<file path="config.mk">
export PLATFORM = sky130hd
export DESIGN_NAME = chw_queue
export DESIGN_NICKNAME = d
export VERILOG_FILES = /design/src/sv/chw_queue.sv
export SDC_FILE = /design/constraint.sdc
export NUM_CORES = 1
export LEC_CHECK = 0
export BUFFER_PORTS_ARGS = -buffer_cell sky130_fd_sc_hd__buf_2
export CORE_ASPECT_RATIO = 1.5
export CORE_UTILIZATION = 35
export DETAILED_ROUTE_END_ITERATION = 8
export SLEW_MARGIN = 30
export SYNTH_ARGS = -nofsm -noshare
export SYNTH_HDL_FRONTEND = slang
export SYNTH_SLANG_ARGS = --single-unit
</file>
<file path="constraint.sdc">
create_clock -name clk -period 1.55 [get_ports clk]
set_clock_uncertainty 0.05 [all_clocks]
set_input_delay 0.31 -clock clk [delete_from_list [all_inputs] [get_ports clk]]
set_output_delay 0.31 -clock clk [all_outputs]
set_load 0.03 [all_outputs]
</file>
<file path="src/sv/chw_queue.sv">
// chw_queue: two-entry word queue between the front and the back.
// No dependencies.
`timescale 1ns / 1ps

module chw_queue #(
    parameter int WIDTH = 8
) (
    input  logic             clk,
    input  logic             rst_n,
    input  logic             push,
    input  logic [WIDTH-1:0] push_data,
    input  logic             pop,
    output logic [WIDTH-1:0] pop_data,
    output logic             empty,
    output logic             full
);

    logic [WIDTH-1:0] entry_reg [2];
    logic       wr_reg, wr_next;
    logic       rd_reg, rd_next;
    logic [1:0] cnt_reg, cnt_next;

    always_comb
    begin
        empty    = (cnt_reg == 2'd0);
        full     = (cnt_reg == 2'd2);
        pop_data = entry_reg[rd_reg];
        wr_next  = push ? ~wr_reg : wr_reg;
        rd_next  = pop ? ~rd_reg : rd_reg;
        cnt_next = cnt_reg + 2'(push) - 2'(pop);
    end

    always_ff @(posedge clk or negedge rst_n)
    begin
        if (!rst_n)
        begin
            wr_reg  <= 1'b0;
            rd_reg  <= 1'b0;
            cnt_reg <= 2'd0;
        end
        else
        begin
            wr_reg  <= wr_next;
            rd_reg  <= rd_next;
            cnt_reg <= cnt_next;
        end
    end

    always_ff @(posedge clk)
    begin
        if (push)
        begin
            entry_reg[wr_reg] <= push_data;
        end
    end

endmodule

</file>
### Word-level counts from Yosys, hierarchy flattened

Memories as Yosys holds them, arrays and structs flattened.
Index checks and enable logic that the tools add are counted.

| storage, ports and cells | value |
|---|---|
| output and inout port bits | 10 |
| memories | 1 |
| input bits | 12 |
| bits in registers | 4 |
| memory bits (read-only) | 0 |
| latch bits | 0 |
| word-level logic and storage cells | 12 |
| memory bits (writable) | 16 |

| operators by class | value |
|---|---|
| shift operators | 0 |
| equal/unequal tests | 1 |
| bitwise logic cells | 2 |
| reduce and logical (&&, ||, !) cells | 1 |
| mux-type cells | 2 |
| multiply operators | 0 |
| divide/modulo/power cells | 0 |
| $lt $le $gt $ge | 0 |
| add/sub/neg operators | 2 |

Memory list:

| name | depth | bits a word | rd ports | clocked after memory_dff | write ports | line | source |
|---|---|---|---|---|---|---|---|
| entry_reg | 2 | 8 | 1 | 0 | 1 | 18 | `logic [WIDTH-1:0] entry_reg [2];` |

Operator list:

| kind | count |
|---|---|
| $add 2x1->2 | 1 |
| $eq 2x2->1 const B | 1 |
| $logic_not 2->1 | 1 |
| $mux 1 | 2 |
| $not 1->1 | 2 |
| $sub 2x1->2 | 1 |

### Depth between registers and ports, before layout

Gate-level depths: netlist of the first run.

| logic depth | value |
|---|---|
| depth in word-level cells | 2 |
| depth in mapped cells | 5 |
| depth with buffers taken out | 5 |

### Least setup slack after synthesis of the first run

OpenSTA, ideal clock, no wires.

| timing | value |
|---|---|
| path type | reg2reg |
| start point | register wr_reg |
| end point | memory entry_reg[0][0] (enable) |
| path buffers | 0 |
| period minus slack after synthesis | 1.212 ns |
| stages on the path, launching flop included | 2 |
| required time | 1.127 ns |
| setup time | 0.373 ns |
| setup slack | 0.338 ns |
| arrival time | 0.789 ns |
| cell sequence | dfrtp_1 > nor2b_1 |

RTL lines:

| element | line | source |
|---|---|---|
| start: declaration | 19 | `logic wr_reg, wr_next;` |
| start signal: assignment | 43 | `wr_reg <= wr_next;` |
| end: declaration | 18 |  |

Straight into the memory's write port.

### Worst setup path after layout of the first run

| timing | value |
|---|---|
| start point | register rd_reg |
| end point | output port pop_data[3] |

| on the way | value |
|---|---|
| cells in the longest elaborated chain, start to end | 1 |

Ends and longest elaborated chain:

| element | line | source |
|---|---|---|
| start: declaration | 20 | `logic rd_reg, rd_next;` |
| start signal: assignment | 44 | `rd_reg <= rd_next;` |
| $mem_v2 2x8 | n/a |  |
| end: declaration | 13 | `output logic [WIDTH-1:0] pop_data,` |

Every way passes these cells.

==> results.py, run 1 <==
metrics = {
    "floorplanning": {
        "die_area_mm2": 0.00251,
        "core_area_mm2": 0.00221,
        "initial_core_util_pct": 36.6,
        "row_count": 21,
        "num_io_pins": 22,
        "die_y_um": 60.9,
        "die_x_um": 41.2,
    },
    "cts": {
        "clk_pin_slew_ps": 100,
        "cts_tree": "built",
        "htreeDepth": 1,
        "clk_latency_ps": 280,
        "clk_path_buf_depth": 2,
        "cts_sinks": 20,
        "cts_root_buf": "clkbuf_4",
        "numCtsBuffers": 3,
    },
    "critical_path": {
        "cp-start-kind": "flop",
        "crit_type": "reg -> out",
        "reg2reg_depth": 5,
        "required_ps": 1190,
        "r2r_start": "cnt_reg[0]$_DFF_PN0_",
        "r2r_end": "cnt_reg[1]$_DFF_PN0_",
        "crit_fanout": 5,
        "startpoint": "rd_reg$_DFFE_PN0P_",
        "cp-end-kind": "primary output",
        "worstPathArrival_ps": 1280,
        "reg2reg_setup_slack_ps": 300,
    },
    "worst_hold_path": {
        "hold_class": "in -> reg",
        "min-delay-start": "push_data[3]",
        "whs_endpoint": "entry_reg[0][3]$_DFFE_PP_",
        "min_path_cells": 1,
    },
    "layout": {
        "multi_input_area_um2": 209,
        "antenna_cells": 0,
        "n_fill_cell": 218,
        "mostFrequentLayoutCells": "edfxtp_1 (16), buf_2 (13), buf_6 (10), mux2_4 (8)",
        "largest_reg_flops": 16,
        "area_growth_syn_to_layout_pct": 30.6,
        "regArea_um2": 582,
        "final_cells": 92,
        "nNetsFinal": 84,
        "final_common_cell": "edfxtp_1",
        "post_route_cells_drive_above_1_share_pct": 53.6,
    },
    "status": {
        "status": "finished with violations",
        "violations": "setup timing",
    },
    "timing": {
        "setup_viol": 8,
        "hold_viol_final": 0,
        "post-route-period-util_pct": 106,
        "tightest_slew_ps": 387,
        "max_freq_mhz": 608,
        "drv_slew": 0,
        "fin_crit_ps": 1640,
        "slew_headroom_pct": 74.2,
        "postLayoutSetupSlackWorst_ps": -93.7,
        "rsz0062_at_grt": "yes",
    },
    "routing": {
        "post_drt_wl_per_cell_um": 10.8,
        "totalWireLength_um": 994,
        "viasPerCell": 4.30,
        "drc_errors": 0,
        "routed-via-count": 396,
        "drt_iter0_drc": 0,
        "first_pass_iters": 1,
        "ant_nets": 0,
    },
    "placement": {
        "dp_hpwl_um": 724,
        "pre_cts_ws_ps": 17.4,
        "gp_congestion": 0.619,
        "dp_cells": 84,
        "port_buffers": 21,
    },
    "job": {
        "max-cap-violations": 0,
    },
    "pwr": {
        "pwr_density_cell_mw_per_mm2": 1880,
        "p_leak_nw": 0.463,
        "ir_worst_vdd_mv": 0.825,
    },
    "grt": {
        "grt_pass1_wl_um": 1600,
        "grt.total_usage_pct": 9.81,
        "grt_pass1_vias": 394,
        "grt_max_degree": 12,
        "antenna_found_initial": 0,
        "overflow": 0,
    },
    "synth": {
        "yosysTopAreaCellShare_pct": 59.4,
        "syn-num-nets": 54,
        "yosysWarnings": 0,
        "yosysSeqAreaShare_pct": 71.8,
        "synth.area.top_cells": "edfxtp_1 (59%), mux2_4 (15%), dfrtp_1 (12%)",
        "synthCells": 40,
        "postSynthAreaPerCell_um2": 20.2,
        "synth-seq-cells": 20,
        "netlist_area_um2": 808,
        "yosysTopAreaCell": "edfxtp_1",
        "ys_types": 11,
    },
}
worst max-delay path by stage:
stage / end / slack [ps] / cells past startpoint
finish: pop_data[3] / -90 / 3
global placement: pop_data[6] / 30 / 2
floorplan: entry_reg[0][0]$_DFFE_PP_ / 340 / 1
detailed placement: pop_data[3] / 20 / 2
CTS: pop_data[3] / -100 / 3
global route: pop_data[6] / -150 / 3
cells by family (layout without fill, tap and decap cells):
family        after synthesis  after routing  synth area share (%)
mux                         8              8                  14.9
simple gates                4              4                  2.79
buf+inv                     3             32                  2.32
fa+ha+maj                   2              2                  3.10
xor+xnor                    3              3                  5.11
flops                      20             20                  71.8
per-stage QoR:
step / hold WS [ps] / utilization, % / power, W / cell area [um2] / TNS (ps)
4_1_cts: 151 / 47.8 / 0.00201 / 1060 / -745
3_5_place_dp: 71.1 / 42.5 / 0.00158 / 938 / 0
3_3_place_gp: 71.7 / 42.5 / 0.00157 / 938 / 0
6_report: 163 / 47.8 / 0.00199 / 1060 / -684
5_1_grt: 140 / 47.8 / 0.00212 / 1060 / -1130
2_1_floorplan: -35.6 / - / 0.00142 / 808 / 0
worst max-delay path, cell delays in order (launching register included):
cell and delay [ps]:
dfrtp_2 430, buf_6 140, mux2_4 300, buf_6 140
cell type report:
cell class	count	share of cell area, %
Tap cell	23	2.73
Sequential cell	20	55.1
Timing Repair Buffer	26	19.2
Clock inverter	1	0.355
Multi-Input combinational cell	17	19.8
Clock buffer	3	2.13
Inverter	2	0.711
Yosys cell counts:
master	number
edfxtp_1	16
mux2_4	8
dfrtp_1	4
ha_1	2
inv_1	2
nor2b_1	2
xor2_1	2
and2_1	1
buf_6	1
nor2_1	1
xor3_1	1
routing by layer:
| metal | wire [um] | GRT usage [%] | vias to the layer above |
|---|---|---|---|
| met5 | 0 | 0 | - |
| met4 | 8 | 6.91 | 0 |
| met3 | 47 | 1.10 | 2 |
| met2 | 538 | 15.0 | 13 |
| met1 | 400 | 12.5 | 178 |
| li1 | - | - | 203 |
what timing repair did:
action                     4_1_cts  5_1_grt
hold buffers                     1        0
pin swaps                        0        0
hold endpoints to repair         4        0
setup buffers                    3        0
setup endpoints to repair        8        8
resized for setup               20        0
power by group:
| part | switching [W] | internal, W | leakage, nW | total [W] |
|---|---|---|---|---|
| sequential | 0.0000590 | 0.000734 | 0.196 | 0.000793 |
| clock | 0.000133 | 0.0000932 | 0.0154 | 0.000226 |
| combinational | 0.000467 | 0.000501 | 0.252 | 0.000968 |
| total | 0.000660 | 0.00133 | 0.463 | 0.00199 |
Note: power is estimated with default switching activity, not from simulation.
==> run 2: changes to the inputs <==
--- a/config.mk
+++ b/config.mk
@@ -13,3 +13,4 @@
 export SYNTH_ARGS = -nofsm -noshare
 export SYNTH_HDL_FRONTEND = slang
 export SYNTH_SLANG_ARGS = --single-unit
+export TNS_END_PERCENT = 10
==> run 2 against run 1 <==
Cell area decreased by 0.71%. Combinational power decreased by 2%. Total power decreased by 0.79%. Via count increased by 0.25%. Largest cell class unchanged. Critical path type unchanged. Wire length decreased by 0.50%. Largest power group unchanged. Flip-flop and latch count unchanged. Non-clock buffer count decreased by 1. Critical endpoint unchanged. First-iteration DRC count unchanged. Sequential power about the same. The flow still finishes with violations (setup timing). Clock power about the same.
==> results.py, run 2 (synthesis results as in run 1) <==
metrics = {
    "pwr": {
        "ir_worst_vdd_mv": 0.829,
        "seqPwrFrac_pct": 40.2,
        "p_leak_nw": 0.458,
        "power.share.switching_pct": 33.4,
        "p_clk_share_pct": 11.5,
        "p_int_w": 0.00131,
        "pwr_density_cell_mw_per_mm2": 1880,
        "switchingPower_w": 0.000659,
        "pwr-share-comb_pct": 48.3,
        "total_power_w": 0.00197,
    },
    "timing": {
        "max_freq_mhz": 609,
        "finalSetupTns_ps": -688,
        "tightest_slew_ps": 390,
        "holdWs_ps": 163,
        "postLayoutSetupSlackWorst_ps": -93.0,
        "post-route-period-util_pct": 106,
        "drv_slew": 0,
        "hold_viol_final": 0,
        "fin_crit_ps": 1640,
        "rsz0062_at_grt": "yes",
        "slew_headroom_pct": 74.0,
        "setup_viol": 8,
    },
    "floorplanning": {
        "die_area_mm2": 0.00251,
        "initial_core_util_pct": 36.6,
        "die_y_um": 60.9,
        "row_count": 21,
        "core_area_mm2": 0.00221,
        "num_io_pins": 22,
        "die_x_um": 41.2,
    },
    "routing": {
        "post_drt_wl_per_cell_um": 10.9,
        "drc_errors": 0,
        "totalWireLength_um": 989,
        "first_pass_iters": 1,
        "routed-via-count": 397,
        "viasPerCell": 4.36,
        "drt_iter0_drc": 0,
        "ant_nets": 0,
    },
    "critical_path": {
        "cp_slowest_cell": "dfrtp_2",
        "worstPathArrival_ps": 1280,
        "reg2reg_setup_slack_ps": 300,
        "r2r_start": "cnt_reg[0]$_DFF_PN0_",
        "crit_chain": "buf_6 > mux2_4 > buf_6",
        "crit_type": "reg -> out",
        "reg2reg_depth": 5,
        "cp-end-kind": "primary output",
        "r2r_end": "cnt_reg[1]$_DFF_PN0_",
        "cpMostUsedCell": "buf_6",
        "cp_slowest_stage_delay_ps": 430,
        "cp-start-kind": "flop",
        "crit_fanout": 5,
        "required_ps": 1190,
    },
    "cts": {
        "cts_sinks": 20,
        "clk_latency_ps": 280,
        "numCtsBuffers": 3,
        "clk_pin_slew_ps": 100,
        "cts_tree": "built",
        "cts_root_buf": "clkbuf_4",
        "clk_path_buf_depth": 2,
        "htreeDepth": 1,
    },
    "layout": {
        "fin_area_mm2": 0.00105,
        "mostFrequentLayoutCells": "edfxtp_1 (16), buf_2 (13), buf_6 (10), mux2_4 (8)",
        "area_growth_syn_to_layout_pct": 29.7,
        "largest_reg_flops": 16,
        "n_fill_cell": 218,
        "multi_input_area_um2": 209,
        "antenna_cells": 0,
        "nNetsFinal": 83,
        "post_route_cells_drive_above_1_share_pct": 52.9,
        "regArea_um2": 582,
        "final_common_cell": "edfxtp_1",
    },
    "placement": {
        "dpl_cell_area_um2": 938,
        "pre_cts_ws_ps": 17.4,
        "gp_congestion": 0.619,
        "dp_hpwl_um": 724,
        "port_buffers": 21,
    },
    "grt": {
        "antenna_found_initial": 0,
        "grt_most_used_layer": "met2",
        "grt_max_degree": 12,
        "grt.total_usage_pct": 9.81,
        "grt_pass1_vias": 390,
        "grt_pass1_wl_um": 1590,
        "use_met2_pct": 15.0,
        "grt.met1_usage_pct": 12.5,
        "use_met3_pct": 1.10,
        "overflow": 0,
    },
    "worst_hold_path": {
        "min_path_cells": 1,
        "whs_endpoint": "entry_reg[0][3]$_DFFE_PP_",
        "min-delay-start": "push_data[3]",
        "hold_class": "in -> reg",
    },
    "status": {
        "violations": "setup timing",
        "status": "finished with violations",
    },
    "job": {
        "max-cap-violations": 0,
    },
}
-- run 2: changes by cell type in the layout (fill, tap and decap cells not counted), sizes merged --
cell | before | now
buf | 25 | 24
-- run 2: power by group through the flow --
| stage | clock network [W] | registers, W | logic (W) |
|---|---|---|---|
| floorplan | 0 | 0.000787 | 0.000637 |
| global placement | 0 | 0.000852 | 0.000716 |
| detailed placement | 0 | 0.000855 | 0.000720 |
| CTS | 0.000237 | 0.000793 | 0.000966 |
| global route | 0.000261 | 0.000809 | 0.00103 |
| finish | 0.000226 | 0.000792 | 0.000953 |
-- run 2: how the worst max path moves through the flow --
stage	startpoint	to	slack, ps	depth (start not counted)
after floorplan	wr_reg$_DFFE_PN0P_	entry_reg[0][0]$_DFFE_PP_	340	1
final	rd_reg$_DFFE_PN0P_	pop_data[3]	-90	3
after CTS	rd_reg$_DFFE_PN0P_	pop_data[3]	-100	3
after global routing	rd_reg$_DFFE_PN0P_	pop_data[6]	-150	3
after global placement	rd_reg$_DFFE_PN0P_	pop_data[6]	30	2
after detailed placement	rd_reg$_DFFE_PN0P_	pop_data[3]	20	2
-- run 2: worst max-delay path, delay by kind of cell (launching register included) --
kind                   cells  cell delay [ps]
multiplexers               1              300
flip-flops                 1              430
buffers and inverters      2              280
-- run 2: repair_timing --
| item | CTS | global route |
|---|---|---|
| setup endpoints to repair | 8 | 8 |
| gates resized for setup | 20 | 0 |
| setup buffers | 2 | 0 |
| hold buffers | 1 | 0 |
| hold endpoints to repair | 4 | 0 |
-- run 2: layout make-up --
cell class	count	share of cell area, %
Sequential cell	20	55.5
Multi-Input combinational cell	17	19.9
Timing Repair Buffer	25	18.6
Tap cell	23	2.74
Clock buffer	3	2.15
Inverter	2	0.716
Clock inverter	1	0.358
-- run 2: stage by stage --
| stage | std cells | utilization [%] |
|---|---|---|
| 3_3_place_gp | 84 | 42.5 |
| 2_1_floorplan | 40 | - |
| 5_1_grt | 91 | 47.5 |
| 6_report | 91 | 47.5 |
| 4_1_cts | 91 | 47.5 |
| 3_5_place_dp | 84 | 42.5 |
-- run 2: routing by layer --
metal,part of all wire (%),routed length [um],up-vias
li1,-,-,201
met1,40,391,181
met2,55,542,13
met3,4.8,47,2
met4,0.81,8,0
met5,0,0,-
