File: config.mk
export PLATFORM = sky130hd
export DESIGN_NAME = chw_front
export DESIGN_NICKNAME = d
export VERILOG_FILES = /design/src/sv/chw_pkg.sv /design/src/sv/chw_front.sv
export SDC_FILE = /design/constraint.sdc
export NUM_CORES = 1
export LEC_CHECK = 0
export BUFFER_PORTS_ARGS = -buffer_cell sky130_fd_sc_hd__buf_2
export CAP_MARGIN = 15
export CORE_MARGIN = 3
export CORE_UTILIZATION = 60
export CTS_CLUSTER_DIAMETER = 60
export CTS_CLUSTER_SIZE = 28
export DETAILED_ROUTE_END_ITERATION = 10
export PLACE_DENSITY = 0.91
export SETUP_SLACK_MARGIN = 0.15
export SLEW_MARGIN = 20
export SYNTH_ARGS = -nofsm -noshare
export SYNTH_HDL_FRONTEND = slang
export SYNTH_SLANG_ARGS = --single-unit
File: constraint.sdc
create_clock -name clk -period 9.8 [get_ports clk]
set_input_delay 0.49 -clock clk [delete_from_list [all_inputs] [get_ports clk]]
set_output_delay 0.49 -clock clk [all_outputs]
set_load 0.02 [all_outputs]
File: src/sv/chw_pkg.sv
// chw_pkg: shared types and codes for the chained hash word set.
// Used by chw_front, chw_back, the top level and the bench; depends on nothing.
`timescale 1ns / 1ps

package chw_pkg;

    localparam int CHAR_W   = 8;
    localparam int HASH_W   = 64;
    localparam int POWER_W  = 32;
    localparam int STATUS_W = 3;
    localparam int BKT_OUT_W = 10;

    // Word operation, taken from the beat that carries the last character.
    localparam logic CMD_INSERT = 1'b0;
    localparam logic CMD_LOOKUP = 1'b1;

    typedef enum logic [STATUS_W-1:0] {
        ST_INSERTED  = 3'd0,
        ST_PRESENT   = 3'd1,
        ST_FOUND     = 3'd2,
        ST_NOT_FOUND = 3'd3,
        ST_FULL      = 3'd4
    } status_e_t;

    typedef struct packed {
        logic                     cmd;
        logic signed [CHAR_W-1:0] character;
        logic                     last_char;
    } in_t;

    typedef struct packed {
        logic [STATUS_W-1:0]  status;
        logic [BKT_OUT_W-1:0] bucket_index;
    } out_t;

endpackage

File: src/sv/chw_front.sv
// chw_front: takes character beats, keeps the word text and the base-31 hash.
// Depends on chw_pkg; hands finished words to the queue.
`timescale 1ns / 1ps

module chw_front #(
    parameter int MAX_CHARS = 31
) (
    input  logic                                 clk,
    input  logic                                 rst_n,
    input  logic                                 accept,
    input  chw_pkg::in_t                         item,
    output logic                                 push,
    output logic                                 push_cmd,
    output logic [$clog2(MAX_CHARS+1)-1:0]       push_len,
    output logic [chw_pkg::HASH_W-1:0]           push_hash,
    output logic [MAX_CHARS-1:0][chw_pkg::CHAR_W-1:0] push_chars
);

    import chw_pkg::*;

    localparam int LW = $clog2(MAX_CHARS + 1);
    localparam int CW = (MAX_CHARS > 1) ? $clog2(MAX_CHARS) : 1;

    logic [LW-1:0]                    count_reg, count_next;
    logic [HASH_W-1:0]                hash_reg, hash_next;
    logic [POWER_W-1:0]               power_reg, power_next;
    logic [MAX_CHARS-1:0][CHAR_W-1:0] chars_reg, chars_next;

    logic                     keep;
    logic signed [39:0]       prod;
    logic [HASH_W-1:0]        hash_upd;
    logic [POWER_W-1:0]       power_upd;
    logic [LW-1:0]            count_upd;
    logic [MAX_CHARS-1:0][CHAR_W-1:0] chars_upd;

    always_comb
    begin
        keep      = (count_reg < LW'(MAX_CHARS));
        prod      = $signed(item.character) * $signed(power_reg);
        hash_upd  = hash_reg;
        power_upd = power_reg;
        count_upd = count_reg;
        chars_upd = chars_reg;
        if (keep)
        begin
            hash_upd  = hash_reg + {{(HASH_W-40){prod[39]}}, prod};
            power_upd = (power_reg << 5) - power_reg;   // times 31, wraps
            count_upd = count_reg + LW'(1);
            chars_upd[count_reg[CW-1:0]] = item.character;
        end

        push       = accept && item.last_char;
        push_cmd   = item.cmd;
        push_len   = count_upd;
        push_hash  = hash_upd;
        push_chars = chars_upd;

        count_next = count_reg;
        hash_next  = hash_reg;
        power_next = power_reg;
        chars_next = chars_reg;
        if (accept)
        begin
            chars_next = chars_upd;
            if (item.last_char)
            begin
                count_next = '0;
                hash_next  = '0;
                power_next = POWER_W'(1);
            end
            else
            begin
                count_next = count_upd;
                hash_next  = hash_upd;
                power_next = power_upd;
            end
        end
    end

    always_ff @(posedge clk or negedge rst_n)
    begin
        if (!rst_n)
        begin
            count_reg <= '0;
            hash_reg  <= '0;
            power_reg <= POWER_W'(1);
        end
        else
        begin
            count_reg <= count_next;
            hash_reg  <= hash_next;
            power_reg <= power_next;
        end
    end

    always_ff @(posedge clk)
    begin
        chars_reg <= chars_next;
    end

endmodule

; Yosys cells after proc, flatten, opt, wreduce, memory -nomap -nowiden
; Index checks and enable logic that the tools add are counted.
[totals]
in_bits = 13
register_bits = 349
output_inout_bits = 319
[classes]
order_cmp = 3
n_reduce_logical = 4
n_addsub = 3
n_mux = 10
multipliers = 1
[op_table]
columns = op, count
row1 = 248-bit bitwise mux, 1
row2 = 248-bit two-way mux, 1
row3 = 64-bit two-way mux, 2
row4 = 64-bit adder, 1
row5 = 32-bit two-way mux, 2
row6 = 8-bit demux with 5-bit select, 1
row7 = 8-bit by 32-bit multiplier with 40-bit output, 1
row8 = 32-bit subtractor, 1
row9 = 5-bit two-way mux, 2
row10 = 8-bit two-way mux, 1
row11 = "5-bit by 6-bit < comparator with 1-bit output, second input constant", 1
row12 = "5-bit by 1-bit adder with 5-bit output, second input constant", 1
row13 = "5-bit by 1-bit greater-or-equal comparator with 1-bit output, second input constant", 1
row14 = "5-bit < comparator, second input constant", 1
row15 = 1-bit logical AND, 2
row16 = 2-bit AND reduction, 1
row17 = 2-bit nonzero test, 1

; Longest topological paths before layout
; Gate-level depths: netlist (run 1).
[logic_depth]
depth_word = 6
depth_mapped = 34

; Worst setup path before layout (run 1)
; Ideal clock, no wire load.
[synth_path]
path_kind = input port to output port
startpoint = input port item[7] (netlist name)
endpoint = output port push_hash[63] (netlist name)
path_stages = 30
arrival_ps = 7717
path_slack_ps = 1593
path_cell_list = clkbuf_1 -> clkbuf_1 -> and2_1 -> fa_1 -> fa_1 -> fa_1 -> inv_1 -> fa_1 -> inv_1 -> ha_1 -> a211oi_2 -> o211a_1 -> nor3b_2 -> a31oi_4 -> o21ai_2 -> a31o_1 -> o211ai_1 -> and2_1 -> ha_1 -> buf_6 -> a21oi_1 -> o21bai_1 -> a21o_1 -> a211oi_1 -> o21ai_0 -> a221oi_1 -> nand2_1 -> and3_1 -> nor3_1 -> xor2_1
[synth_via]
elab_chain_len = 3
[synth_lines]
columns = element, line_no
row1 = from (decl), chw_front.sv:11  ; input chw_pkg::in_t item,
row2 = 8-bit by 32-bit multiplier with 40-bit output, chw_front.sv:39  ; prod = $signed(item.character) * $signed(power_reg);
row3 = 64-bit adder, chw_front.sv:46  ; hash_upd = hash_reg + {{(HASH_W-40){prod[39]}}, prod};
row4 = 64-bit two-way mux, chw_front.sv:44  ; if (keep)
row5 = to (decl), chw_front.sv:15  ; output logic [chw_pkg::HASH_W-1:0] push_hash,
; Every way passes these cells.

; Worst setup path after layout (run 1)
[layout_path]
startpoint = register power_reg[0]
endpoint = output port push_hash[60] (netlist name)
[layout_via]
elab_chain_len = 3
[layout_lines]
columns = element, line_no
row1 = from (decl), chw_front.sv:26  ; logic [POWER_W-1:0] power_reg, power_next;
row2 = from (signal assigned), chw_front.sv:92  ; power_reg <= power_next;
row3 = 8-bit by 32-bit multiplier with 40-bit output, chw_front.sv:39
row4 = 64-bit adder, chw_front.sv:46
row5 = 64-bit two-way mux, chw_front.sv:44
; Every way passes these cells.

==> flow_summary.yaml, run 1 <==
worst_setup_path:
  crit_family: "compound AO/OA/AOI/OAI gates"
  worst_setup_path_start_kind: "flip-flop"
  critPathCaptureType: "primary output"
  critical_path_class: "reg2out"
  cp_max_fo: 11
  path_buf_inv: 5
  slowest_stage: "dfstp_2"
  worst_ep_required_time_ns: 9.31
  max_stage_delay_ns: 0.68
  worstPathArrival_ns: 8.71
floorplan:
  die_h_um: 228
  dieWidth_um: 228
  start_util: 0.613
  die-area_um2: 51800
  coreArea_um2: 48100
  core.rowCount: 80
  ios: 332
global_routing:
  grt_overflow: 0
  antenna_found_initial: 3
  grtUsageTotal: 0.311
  grt_pass1_wl_um: 130000
  grt_pass1_vias: 23600
  grt_max_degree: 166
synthesis:
  syn_nets: 3276
  synthArstFlopShare: 0.289
  netlist-cell-type-count: 89
  yosys.area.top_type: "edfxtp_1"
  yosys_warnings: 0
  synthFlopType: "edfxtp_1"
  yosysMostFrequentCell: "inv_1"
  yosys_register_bits: 349
  synth.yosys.seq_area_share: 0.338
  ys_top_cells_by_count: "inv_1 (352), edfxtp_1 (248), mux2_2 (238), and2_1 (213), nand2_1 (203)"
  synth_area_um2: 29500
  synth.top_cell.area_share: 0.253
  syn_inst: 2887
  synth_edf_count: 248
  ys_top_cells_by_area: "edfxtp_1 (25%), fa_1 (14%), mux2_2 (9.1%)"
  synth_area_per_cell_um2: 10.2
routing:
  wl_um: 83200
  antenna_left: 0
  post-route-drc-count: 0
  dr.pass1.iters: 6
  drt_iter0_markers: 2168
  routed_via_density: 6.18
  vias: 23700
  wl_per_cell_um: 21.7
timing:
  max_slew_margin: 0.237
  fmax_mhz: 109
  hold_viol_final: 0
  period_needed_ns: 9.20
  skew_ns: 0.0757
  slew_viol_final: 0
  rsz0062_at_grt: "yes"
  finalSetupViolCount: 0
  final.setup.tns_ns: 0
  worst_pin_slew_ns: 1.14
  min_period_over_period: 0.939
clock_network:
  tritoncts: "built"
  clock_path_buffers: 3
  clk_latency_ns: 0.65
  cts_root_buffer: "clkbuf_16"
  cts-htree-levels: 1
  clkSinkCount: 349
  cts_made_buffers: 30
  clk_pin_slew_ns: 0.10
cells_and_area:
  post_route_cells_drive_above_1_share: 0.224
  fin_util: 0.683
  largest_register_ffs: 248
  finalNetCount: 3536
  syn2layout_area_growth_pct: 11.6
worst_hold_path:
  min_path_type: "in2reg"
place:
  io_buffers: 329
  dp_hpwl_um: 60500
  globalplace.congestion: 0.972
job:
  maxCapViolCount: 0
status:
  status: "completed"
[stage by stage]
stage / instances / hold WS [ns] / setup WS [ns] / instance area, um^2
floorplan: 2887 / 0.194 / 1.59 / 29500
global placement: 3766 / 0.491 / 0.956 / 31700
detailed placement: 3766 / 0.494 / 0.891 / 31700
CTS: 3823 / 0.227 / 0.532 / 32800
global route: 3828 / 0.242 / 0.133 / 32900
finish: 3828 / 0.241 / 0.599 / 32900
[cell type report]
class,instances,area [um^2]
Multi-Input combinational cell,2049,17700
Antenna cell,1,2.50
Clock buffer,30,751
Inverter,353,1330
Clock inverter,26,407
Sequential cell,349,9980
Timing Repair Buffer,364,1950
Fill cell,3395,15200
Tap cell,656,821
[routing by layer]
layer | vias up | wire length (um) | part of all wire | global-route usage
met3 | 263 | 8430 | 0.10 | 0.0618
met4 | 4 | 4120 | 0.050 | 0.143
met5 | - | 31 | 0.00037 | 0
met2 | 1389 | 39700 | 0.48 | 0.523
li1 | 10500 | - | - | -
met1 | 11500 | 30900 | 0.37 | 0.391
[layout by cell type (no fill, tap or decap), types with 28 or more instances in the layout]
| cell | netlist | layout |
|---|---|---|
| inv_1 | 352 | 351 |
| mux2_2 | 238 | 238 |
| buf_2 | 2 | 327 |
| xor2_1 | 41 | 41 |
| nand3_1 | 43 | 43 |
| buf_4 | 4 | 33 |
| a21o_1 | 70 | 70 |
| dfrtp_1 | 100 | 100 |
| nor2_1 | 139 | 136 |
| clkbuf_16 | 0 | 30 |
| a21oi_1 | 152 | 151 |
| fa_1 | 200 | 200 |
| xnor2_1 | 75 | 75 |
| o21bai_1 | 28 | 28 |
| and2_1 | 213 | 212 |
| a22o_1 | 43 | 43 |
| edfxtp_1 | 248 | 248 |
| nand2_1 | 203 | 202 |
| o21ai_0 | 88 | 88 |
| ha_1 | 176 | 175 |
[logic make-up after synthesis]
family	synth area share
AO/OA/AOI/OAI	0.133
XOR/XNOR	0.0345
adder cells (fa/ha/maj)	0.210
buffers and inverters	0.0644
flip-flops	0.338
multiplexers	0.0912
AND/OR/NAND/NOR	0.128
[worst paths after layout]
check	from	endpoint	slack (ns)	cells after the start
max	power_reg[0]	push_hash[60]	0.60	32
min	accept	chars_reg[142]	0.24	1
max reg2reg	power_reg[0]	hash_reg[60]	1.72	31
min reg2reg	hash_reg[38]	hash_reg[38]	0.53	1
max in group asynchronous	rst_n	power_reg[12]	8.04	3
min in group asynchronous	rst_n	hash_reg[53]	0.40	2
[what timing repair did]
item	in CTS	in global routing
gates resized for setup	0	6
setup endpoints to repair	0	7
endpoints found under the hold margin	38	0
buffers inserted	0	3
hold buffers	1	0
Power of run 1 is left out: the tool's default activity adds up to more than one toggle a clock period on the data nets, which glitch-free logic cannot reach.
==> run 2, diff against run 1 <==
CTS_BUF_LIST = sky130_fd_sc_hd__clkbuf_4 sky130_fd_sc_hd__clkbuf_8   (was not set)
GPL_ROUTABILITY_DRIVEN = 0   (was not set)
==> run 2 against run 1 <==
Compared with the run above:
- wire length increased by 0.30%
- first-iteration DRC count increased by 13%
- core utilization decreased by 0.84 points
- clock skew fell by 0.021 ns
==> flow_summary.yaml, run 2 (same netlist as run 1, synthesis figures left out) <==
status:
  status: "completed"
global_routing:
  grt_max_degree: 90
  grt_pass1_vias: 24100
  grt_overflow: 0
  grt_pass1_wl_um: 132000
  grtUsageTotal: 0.315
  antenna_found_initial: 3
worst_setup_path:
  worst_setup_path_start_kind: "flip-flop"
  critPathCaptureType: "primary output"
  cp-startpoint: "power_reg[4]"
  r2r_end: "hash_reg[57]"
  crit_end: "push_hash[53]"
  r2r_cells: 28
  cp.depth: 29
  path_buf_inv: 3
  cp_max_fo: 11
  slowest_stage: "dfrtp_1"
  worst_ep_required_time_ns: 9.31
  critical_path_class: "reg2out"
  max_stage_delay_ns: 0.65
  crit_family: "compound AO/OA/AOI/OAI gates"
  regToRegSetupSlack_ns: 1.59
  r2r_start: "power_reg[4]"
  worstPathArrival_ns: 8.95
  cpMostUsedCell: "fa_1"
routing:
  routed_via_density: 6.19
  dr.pass1.iters: 6
  post-route-drc-count: 0
  wl_um: 83400
  wl_per_cell_um: 21.8
  drt_iter0_markers: 2459
  vias: 23700
  antenna_left: 0
cells_and_area:
  final_common_cell: "inv_1"
  final_cell_mix: "inv_1 (351), buf_2 (327), edfxtp_1 (248), mux2_2 (238), and2_1 (212)"
  finalNetCount: 3539
  post_route_cells_drive_above_1_share: 0.226
  fin_util: 0.675
  largest_register_ffs: 248
  syn2layout_area_growth_pct: 10.2
timing:
  slew_viol_final: 0
  finalSetupViolCount: 0
  whs_ns: 0.231
  min_period_over_period: 0.963
  fmax_mhz: 106
  period_needed_ns: 9.44
  worst_pin_slew_ns: 1.09
  rsz0062_at_grt: "no"
  final.setup.tns_ns: 0
  skew_ns: 0.0549
  hold_viol_final: 0
  max_slew_margin: 0.271
clock_network:
  clk_pin_slew_ns: 0.14
  clkSinkCount: 349
  cts-htree-levels: 1
  clk_latency_ns: 0.70
  clock_path_buffers: 3
  cts_made_buffers: 31
  cts_root_buffer: "clkbuf_8"
  tritoncts: "built"
floorplan:
  die_h_um: 228
  start_util: 0.613
  dieWidth_um: 228
  core.rowCount: 80
  ios: 332
  die-area_um2: 51800
  coreArea_um2: 48100
job:
  maxCapViolCount: 0
place:
  io_buffers: 329
  dp_hpwl_um: 61600
worst_hold_path:
  min_path_type: "in2reg"
-- run 2: cell types whose count changed in the layout (fill, tap and decap cells not counted), sizes merged --
cell,previous run,this run
bufinv,1,0
inv,364,366
clkinv,13,12
diode,1,2
clkbuf,30,31
buf,363,365
-- run 2: cell type report --
type,instances,area (um^2)
sequential,349,9980
fill,3491,15600
antenna,2,5.00
multi-input combinational,2049,17700
clock buffer,31,427
tap,656,821
inverter,353,1330
clock inverter,26,338
timing repair buffer,366,1940
-- run 2: worst min-delay path by stage --
| stage | startpoint | end | slack, ns | cells past startpoint |
|---|---|---|---|---|
| 4_1_cts | accept | chars_reg[161] | 0.21 | 1 |
| 5_1_grt | accept | chars_reg[161] | 0.23 | 1 |
| 6_report | accept | chars_reg[161] | 0.23 | 1 |
| 3_5_place_dp | hash_reg[49] | hash_reg[49] | 0.51 | 1 |
| 2_1_floorplan | rst_n | count_reg[0] | 0.19 | 0 |
| 3_3_place_gp | hash_reg[45] | hash_reg[45] | 0.51 | 1 |
-- run 2: worst reg2reg max path: cells and delay by family (launching register included) --
kind            cells  cell delay (ns)
xor+xnor            2             0.49
simple gates        3             0.49
flops               1             0.65
buf+inv             2             0.12
compound gates     15             3.54
fa+ha+maj           6             2.78
-- run 2: per-stage QoR --
| step | setup slack [ns] | cell area, um^2 | cells |
|---|---|---|---|
| after floorplan | 1.59 | 29500 | 2887 |
| after global placement | 0.814 | 31700 | 3768 |
| after detailed placement | 0.620 | 31700 | 3768 |
| after CTS | 0.289 | 32400 | 3826 |
| after global routing | 0.147 | 32500 | 3832 |
| final | 0.360 | 32500 | 3832 |
-- run 2: per-layer routing --
| metal | GRT usage | vias up | wire (um) |
|---|---|---|---|
| li1 | - | 10500 | - |
| met1 | 0.386 | 11600 | 30500 |
| met2 | 0.529 | 1342 | 39900 |
| met3 | 0.0650 | 316 | 8170 |
| met4 | 0.159 | 2 | 4820 |
| met5 | 0 | - | 20 |
-- run 2: repair_timing --
item                       in CTS  in global routing
gates resized for setup         0                  7
hold buffers                    1                  0
setup buffers                   0                  4
hold endpoints to repair       53                  0
setup endpoints to repair       0                 13
Power of run 2 is left out for the same reason.
